**config.mk**
```make
export PLATFORM = sky130hd
export DESIGN_NAME = oic_ctrl
export DESIGN_NICKNAME = d
export VERILOG_FILES = /design/src/rtl/core/oic_pkg.sv /design/src/rtl/core/oic_ctrl.sv
export SDC_FILE = /design/constraint.sdc
export NUM_CORES = 1
export LEC_CHECK = 0
export CORE_AREA = 2 2 50 52
export CTS_CLUSTER_DIAMETER = 150
export DETAILED_ROUTE_END_ITERATION = 10
export DIE_AREA = 0 0 52 54
export DONT_BUFFER_PORTS = 1
export PLACE_DENSITY = 0.57
export SLEW_MARGIN = 20
export SYNTH_ARGS = -nofsm -noshare
export SYNTH_HDL_FRONTEND = slang
export SYNTH_SLANG_ARGS = --single-unit
```
**constraint.sdc**
```tcl
create_clock -name clock -period 2.55 [get_ports clock]
set_clock_uncertainty 0.2 [all_clocks]
set_input_delay 0.6375 -clock clock [delete_from_list [all_inputs] [get_ports clock]]
set_output_delay 0.6375 -clock clock [all_outputs]
set_load 0.005 [all_outputs]
```
**src/rtl/core/oic_pkg.sv**
```systemverilog
// ---------------------------------------------------------------------------
// oic_pkg
// Types and constants shared by the island counter modules.
// ---------------------------------------------------------------------------
`default_nettype none

package oic_pkg;

   localparam int MAX_ROWS  = 64;
   localparam int MAX_COLS  = 64;
   localparam int CELLS     = MAX_ROWS * MAX_COLS;
   localparam int IDX_W     = $clog2(CELLS);
   localparam int ROW_W     = 6;
   localparam int COL_W     = 6;
   localparam int CFG_W     = 7;
   localparam int CNT_W     = 12;
   localparam int RANK_W    = 4;
   localparam int REQ_W     = 16;
   localparam int RSP_W     = 16;
   localparam int CSR_IDX_W = 1;

   localparam logic [CSR_IDX_W-1:0] REG_GRID_ROWS = 1'd0;
   localparam logic [CSR_IDX_W-1:0] REG_GRID_COLS = 1'd1;

   // neighbor visiting order
   localparam logic [1:0] DIR_RIGHT = 2'd0;
   localparam logic [1:0] DIR_DOWN  = 2'd1;
   localparam logic [1:0] DIR_LEFT  = 2'd2;
   localparam logic [1:0] DIR_UP    = 2'd3;
   localparam logic [2:0] DIR_COUNT = 3'd4;

   typedef enum logic [4:0] {
      CMD_NONE,
      CMD_CLEAR,
      CMD_ACCEPT,
      CMD_RD_LAND_HERE,
      CMD_MARK,
      CMD_NEXT_K,
      CMD_RD_LAND_NBR,
      CMD_FIND_A,
      CMD_FIND_B,
      CMD_RD_PARENT_CUR,
      CMD_FOLLOW,
      CMD_SET_TOP,
      CMD_RD_PARENT_WALK,
      CMD_COMPRESS,
      CMD_RD_RANK_A,
      CMD_RD_RANK_B,
      CMD_UNITE,
      CMD_RESULT
   } cmd_type;

   typedef struct packed {
      logic clear_last;
      logic bad;
      logic land;
      logic k_end;
      logic nbr_ok;
      logic parent_self;
      logic walk_at_top;
      logic roots_equal;
      logic out_free;
   } status_type;

endpackage

`default_nettype wire

```
**src/rtl/core/oic_ctrl.sv**
```systemverilog
// ---------------------------------------------------------------------------
// oic_ctrl
// Sequencer for one query: land check, neighbor scan, two finds, union.
// ---------------------------------------------------------------------------
`default_nettype none

module oic_ctrl (
   input  wire                 clock,
   input  wire                 reset,
   input  wire                 req_tvalid,
   output logic                req_tready,
   input  oic_pkg::status_type status,
   output oic_pkg::cmd_type    cmd
);
   import oic_pkg::*;

   typedef enum logic [3:0] {
      S_CLEAR, S_IDLE, S_CHECK, S_LAND, S_NBR, S_NBR_LAND, S_FRD, S_FCHK,
      S_CRD, S_CWR, S_ROOTS, S_RKB, S_UNITE, S_DONE
   } state_type;

   state_type state_ff, state_in;
   logic      second_ff, second_in;

   assign req_tready = (state_ff == S_IDLE);

   always_comb begin
      state_in  = state_ff;
      second_in = second_ff;
      cmd       = CMD_NONE;
      unique case (state_ff)
         S_CLEAR: begin
            cmd = CMD_CLEAR;
            if (status.clear_last) state_in = S_IDLE;
         end
         S_IDLE: begin
            if (req_tvalid) begin
               cmd      = CMD_ACCEPT;
               state_in = S_CHECK;
            end
         end
         S_CHECK: begin
            if (status.bad) begin
               state_in = S_DONE;
            end else begin
               cmd      = CMD_RD_LAND_HERE;
               state_in = S_LAND;
            end
         end
         S_LAND: begin
            if (status.land) begin
               state_in = S_DONE;
            end else begin
               cmd      = CMD_MARK;
               state_in = S_NBR;
            end
         end
         S_NBR: begin
            if (status.k_end) begin
               state_in = S_DONE;
            end else if (!status.nbr_ok) begin
               cmd = CMD_NEXT_K;
            end else begin
               cmd      = CMD_RD_LAND_NBR;
               state_in = S_NBR_LAND;
            end
         end
         S_NBR_LAND: begin
            if (!status.land) begin
               cmd      = CMD_NEXT_K;
               state_in = S_NBR;
            end else begin
               cmd       = CMD_FIND_A;
               second_in = 1'b0;
               state_in  = S_FRD;
            end
         end
         S_FRD: begin
            cmd      = CMD_RD_PARENT_CUR;
            state_in = S_FCHK;
         end
         S_FCHK: begin
            if (status.parent_self) begin
               cmd      = CMD_SET_TOP;
               state_in = S_CRD;
            end else begin
               cmd      = CMD_FOLLOW;
               state_in = S_FRD;
            end
         end
         S_CRD: begin
            if (!status.walk_at_top) begin
               cmd      = CMD_RD_PARENT_WALK;
               state_in = S_CWR;
            end else if (!second_ff) begin
               cmd       = CMD_FIND_B;
               second_in = 1'b1;
               state_in  = S_FRD;
            end else begin
               state_in = S_ROOTS;
            end
         end
         S_CWR: begin
            cmd      = CMD_COMPRESS;
            state_in = S_CRD;
         end
         S_ROOTS: begin
            if (status.roots_equal) begin
               cmd      = CMD_NEXT_K;
               state_in = S_NBR;
            end else begin
               cmd      = CMD_RD_RANK_A;
               state_in = S_RKB;
            end
         end
         S_RKB: begin
            cmd      = CMD_RD_RANK_B;
            state_in = S_UNITE;
         end
         S_UNITE: begin
            cmd      = CMD_UNITE;
            state_in = S_NBR;
         end
         S_DONE: begin
            if (status.out_free) begin
               cmd      = CMD_RESULT;
               state_in = S_IDLE;
            end
         end
         default: state_in = S_CLEAR;
      endcase
   end

   always_ff @(posedge clock) begin
      if (reset) begin
         state_ff  <= S_CLEAR;
         second_ff <= 1'b0;
      end else begin
         state_ff  <= state_in;
         second_ff <= second_in;
      end
   end

endmodule

`default_nettype wire

```
==> results of run 1 <==
-- worst min-delay path by stage --
stage	depth (start not counted)	to
floorplan	2	second_ff$_SDFFE_PP0P_
detailed placement	2	second_ff$_SDFFE_PP0P_
finish	1	state_ff[0]$_SDFFE_PP0P_
global route	1	state_ff[0]$_SDFFE_PP0P_
CTS	1	state_ff[0]$_SDFFE_PP0P_
global placement	2	second_ff$_SDFFE_PP0P_
-- synth_stat cells (2+ instances only) --
cell,n
nor2_1,12
a21oi_1,8
nand2b_1,6
o21ai_0,6
buf_2,5
dfxtp_1,5
nand2_1,5
inv_1,4
nor3_1,4
buf_6,3
nand3_1,3
nor2b_1,3
or4_1,3
a222oi_1,2
nand3b_1,2
nor4_1,2
o21bai_1,2
o22ai_1,2
or4_4,2
-- flip-flops by register name, indices dropped and copies added (netlist names) --
signal,count
second_ff,1
state_ff,4
-- power breakdown --
| part | internal, mW | switching [mW] | total, mW | leakage (nW) |
|---|---|---|---|---|
| Sequential | 0.110 | 0.0618 | 0.172 | 0.0420 |
| Clock | 0.0598 | 0.0420 | 0.102 | 0.0150 |
| Combinational | 0.324 | 0.386 | 0.711 | 0.216 |
-- kinds of logic after synthesis --
family / count (synthesis)
buffers and inverters: 15
AO/OA/AOI/OAI: 36
flip-flops: 5
AND/OR/NAND/NOR: 50
-- area by class of cell --
class	instances	area share (%)
Clock buffer	4	3.13
Inverter	6	2.68
Multi-Input combinational cell	86	68.7
Sequential cell	5	12.4
Timing Repair Buffer	8	8.63
Tap cell	30	4.46
-- worst reg2reg max path, delay by kind of cell (launching register included) --
kind            cells  cell delay [ns]
simple gates        3             0.66
buf+inv             3             0.52
flops               1             0.31
compound gates      1             0.21
-- stage by stage --
stage,worst slack (ns),total power [mW],utilization (%)
4_1_cts,0.0818,0.975,36.1
2_1_floorplan,0.325,0.718,-
5_1_grt,0.00980,1.07,36.2
3_5_place_dp,0.241,0.867,35.0
6_report,0.0987,0.985,36.2
3_3_place_gp,0.265,0.862,35.0
-- metal layers --
| metal | track usage, % | wire, um | up-vias |
|---|---|---|---|
| met1 | 24.7 | 1040 | 408 |
| met2 | 27.8 | 1030 | 42 |
| met3 | 1.67 | 175 | 4 |
| li1 | - | - | 411 |
| met5 | 0 | 0 | - |
| met4 | 10.5 | 46 | 0 |
-- timing repair --
item                                    in CTS  in global routing
hold buffers                                 0                  0
endpoints found under the setup margin       1                  3
buffers inserted                             0                  0
resized for setup                            1                  2
==> flow_summary.toml, run 1 <==
[run_status]
status = "completed"

[place]
dp_hpwl_mm = 1.74
postPlaceCellArea_um2 = 811
gp_congestion = 0.918
dp.cells = 135
io_buffers = 0

[floorplan]
die_w_um = 52
die_area_um2 = 2810
rows = 18
die_h_um = 54
initial_core_util_pct = 33.1
core_area_um2 = 2320
num_io_pins = 18

[logic_synthesis]
async_flop_share_pct = 0
avgSynthCellArea_um2 = 7.24
synthAdderAreaFrac_pct = 0
ys_seq_area_share_pct = 13.1
yosysWarnings = 0
synthMuxAreaShare_pct = 0
synth-xor-area-share_pct = 0
ys_ff_latch = 5
synth_edf_count = 0
synth_top_family_by_area = "simple AND/OR/NAND/NOR gates"
yosysUniqueCellTypes = 46
ys.flop_type = "dfxtp_1"
yosys.area.top_type = "dfxtp_1"
synth-compound-area-share_pct = 36.2
netlist_instances = 106
synth-simple-area-share_pct = 39.2
netlist_area_um2 = 767
synth.top_cell.area_share_pct = 13.1
synth.area.top_cells = "dfxtp_1 (13%), nor2_1 (5.9%), a21oi_1 (5.2%), nand2b_1 (4.9%), buf_6 (4.4%)"
synth_nets = 118

[sta]
drv_slew = 0
worst_hold_slack_ns = 0.244
relSlewSlack_pct = 69.9
rsz0062_at_grt = "false"
hold_viol = 0
tightest_slew_ns = 0.448
period_share_pct = 96.1
setup_viol = 0
finalSetupTns_ns = 0
fin_crit_ns = 2.45
max_freq_mhz = 408

[global_routing]
grt_antenna_before_repair = 0
grt_pass1_wl_mm = 3.73
grt_usage_pct = 18.2
grt-ovfl-total = 0
grt_max_degree = 18
grt_pass1_vias = 788

[worst_hold_path]
min_path_type = "in2reg"
min_from = "reset"

[finish]
layout_common_cells = "nor2_1 (12), a21oi_1 (8), buf_4 (7), nand2b_1 (6), o21ai_0 (6)"
diodes = 0
final_nets = 122
multi_input_area_um2 = 578
seqCellArea_um2 = 104
instances_no_fill = 139
syn2layout_area_growth_pct = 9.62
finalInstanceArea_um2 = 841
fillers = 245
drive_gt1_share_pct = 23.9
final_common_cell = "nor2_1"

[route]
firstDrtPassIters = 4
vias = 865
drt_iter0_markers = 49
avgViaCountPerCell = 6.22
drc = 0
detail-route-antenna-nets = 0
wl_per_cell_um = 16.5
finalWirelength_mm = 2.30

[setup_path]
worstSetupPathType = "reg2out"
crit_path_max_fanout = 9
path_buf_inv = 1
cp-endpoint = "cmd[0]"
cp_slowest_cell = "or4_1"
critPathLaunchType = "flip-flop"
cpPeakStageDelay_ns = 0.53
end_kind = "output pin"
arrival_ns = 1.61
r2r-end = "state_ff[0]$_SDFFE_PP0P_"
crit_family = "simple AND/OR/NAND/NOR gates"
crit_path_start = "state_ff[0]$_SDFFE_PP0P_"
rr_worst_depth = 7
r2r_slack_ns = 0.56
worst-path-stages = 4
r2r_start = "state_ff[1]$_SDFFE_PP0P_"
cp_data_required_time_ns = 1.71
crit_chain = "inv_2, o32ai_2, nor3_1, or4_1"

[pwr]
power_density_nw_per_um2 = 1170
ir_drop_v = 0.000521
power.leakage_nw = 0.273

[clocking]
path_clk_slew_ns = 0.05
cts_tree = "built"
clock_sinks = 5
root_buffer = "clkbuf_4"
cts_buffers = 3
clk_latency_ns = 0.25
h-tree-depth = 1
cts_buffer_depth = 2

[job]
maxCapViolCount = 0
Power figures use the tool's default switching activity.
==> run 2: changes to the inputs <==
- RECOVER_POWER: default -> 100
==> run 2 against run 1 <==
- critical path type unchanged
- sequential power barely moved
- clock-buffer cell count is the same
- core utilization fell by 0.16 points
- first-iteration DRC count grew 4.1%
- cell count stayed put
- critical path depth is the same
- setup slack got worse by 0.0015 ns
- routed wire length unchanged
- register-to-register slack worse by 0.03 ns
- critical endpoint unchanged
- combinational power down 1%
==> flow_summary.toml, run 2 (synthesized netlist as in run 1, its figures left out) <==
[pwr]
switching_share_pct = 50.0
power.leakage_nw = 0.272
ir_drop_v = 0.000522
p_sw_mw = 0.489
p_total_mw = 0.977
power_density_nw_per_um2 = 1170
clkPwrFrac_pct = 10.4
pwr-share-seq_pct = 17.6
intPower_mw = 0.488
combPwrFrac_pct = 72.0

[setup_path]
cp_data_required_time_ns = 1.71
end_kind = "output pin"
r2r-end = "state_ff[2]$_SDFFE_PP0P_"
crit_path_max_fanout = 9
critPathLaunchType = "flip-flop"
r2r_start = "state_ff[1]$_SDFFE_PP0P_"
cp-endpoint = "cmd[0]"
worstSetupPathType = "reg2out"
r2r_slack_ns = 0.53
rr_worst_depth = 7
arrival_ns = 1.62
crit_path_start = "state_ff[0]$_SDFFE_PP0P_"

[clocking]
path_clk_slew_ns = 0.05
cts_buffers = 3
clock_sinks = 5
cts_tree = "built"
cts_buffer_depth = 2
h-tree-depth = 1
postCtsHoldBufs = 0
clk_latency_ns = 0.25
root_buffer = "clkbuf_4"

[floorplan]
die_area_um2 = 2810
core_area_um2 = 2320
initial_core_util_pct = 33.1
num_io_pins = 18
die_h_um = 54
die_w_um = 52
rows = 18

[sta]
worst_slack_ns = 0.0972
rsz0062_at_grt = "false"
relSlewSlack_pct = 69.8
fin_crit_ns = 2.45
period_share_pct = 96.2
worst_hold_slack_ns = 0.244
hold_viol = 0
drv_slew = 0
finalSetupTns_ns = 0
max_freq_mhz = 408
tightest_slew_ns = 0.450
setup_viol = 0

[global_routing]
grt_pass1_vias = 788
grt-ovfl-total = 0
grt_max_degree = 18
grt_usage_pct = 18.2
grt_pass1_wl_mm = 3.73
grt_antenna_before_repair = 0

[place]
io_buffers = 0
dp.cells = 135
place_ws_ns = 0.241
postPlaceCellArea_um2 = 811
dp_hpwl_mm = 1.74
gp_congestion = 0.918

[route]
vias = 870
finalWirelength_mm = 2.30
detail-route-antenna-nets = 0
drt_iter0_markers = 51
drc = 0
wl_per_cell_um = 16.5
avgViaCountPerCell = 6.26
firstDrtPassIters = 4

[job]
maxCapViolCount = 0

[run_status]
status = "completed"

[finish]
instances_no_fill = 139
layout_common_cells = "nor2_1 (12), a21oi_1 (8), nand2b_1 (6), o21ai_0 (6), buf_4 (6)"
syn2layout_area_growth_pct = 9.14
drive_gt1_share_pct = 22.9
final_nets = 122
reg_top3 = "state_ff: 4 flops, second_ff: 1 flops"
regMostFlops = "state_ff"
final_common_cell = "nor2_1"
diodes = 0
largest_register_ffs = 4
utilization_pct = 36.1
finalInstanceArea_um2 = 837

[worst_hold_path]
min_path_type = "in2reg"
run 2: per-layer routing:
metal | track usage [%] | share of wire (%)
met1 | 24.7 | 46
met2 | 27.8 | 44
met3 | 1.67 | 7.6
met4 | 10.5 | 2.6
met5 | 0 | 0
run 2: how the worst min path moves through the flow:
stage,endpoint,slack [ns],startpoint,depth (start not counted)
after floorplan,second_ff$_SDFFE_PP0P_,0.27,second_ff$_SDFFE_PP0P_,2
after global placement,second_ff$_SDFFE_PP0P_,0.29,second_ff$_SDFFE_PP0P_,2
after detailed placement,second_ff$_SDFFE_PP0P_,0.31,second_ff$_SDFFE_PP0P_,2
after CTS,state_ff[0]$_SDFFE_PP0P_,0.24,reset,1
after global routing,state_ff[0]$_SDFFE_PP0P_,0.23,reset,1
final,state_ff[0]$_SDFFE_PP0P_,0.24,reset,1
run 2: timing repair:
item	4_1_cts	5_1_grt
endpoints found under the setup margin	1	3
hold endpoints to repair	0	0
buffers inserted	0	0
resized for setup	1	2
run 2: layout make-up:
| cell class | instances | area (um^2) |
|---|---|---|
| flip-flops and latches | 5 | 104 |
| well taps | 30 | 37.5 |
| clock buffers | 4 | 26.3 |
| fillers | 246 | 1480 |
| inverters | 6 | 22.5 |
| multi-input cells | 86 | 574 |
| repair buffers | 8 | 72.6 |
run 2: worst max-delay path: stages, from the launching register on:
cell and delay (ns):
dfxtp_2 0.42, inv_2 0.09, o32ai_2 0.26, nor3_1 0.06
or4_1 0.53
run 2: power by group through the flow:
stage                     clock, mW  combinational, mW  sequential (mW)
after floorplan                   0              0.586            0.132
after global placement            0              0.698            0.165
after detailed placement          0              0.698            0.169
after CTS                     0.106              0.700            0.169
after global routing          0.113              0.767            0.181
final                         0.102              0.704            0.172
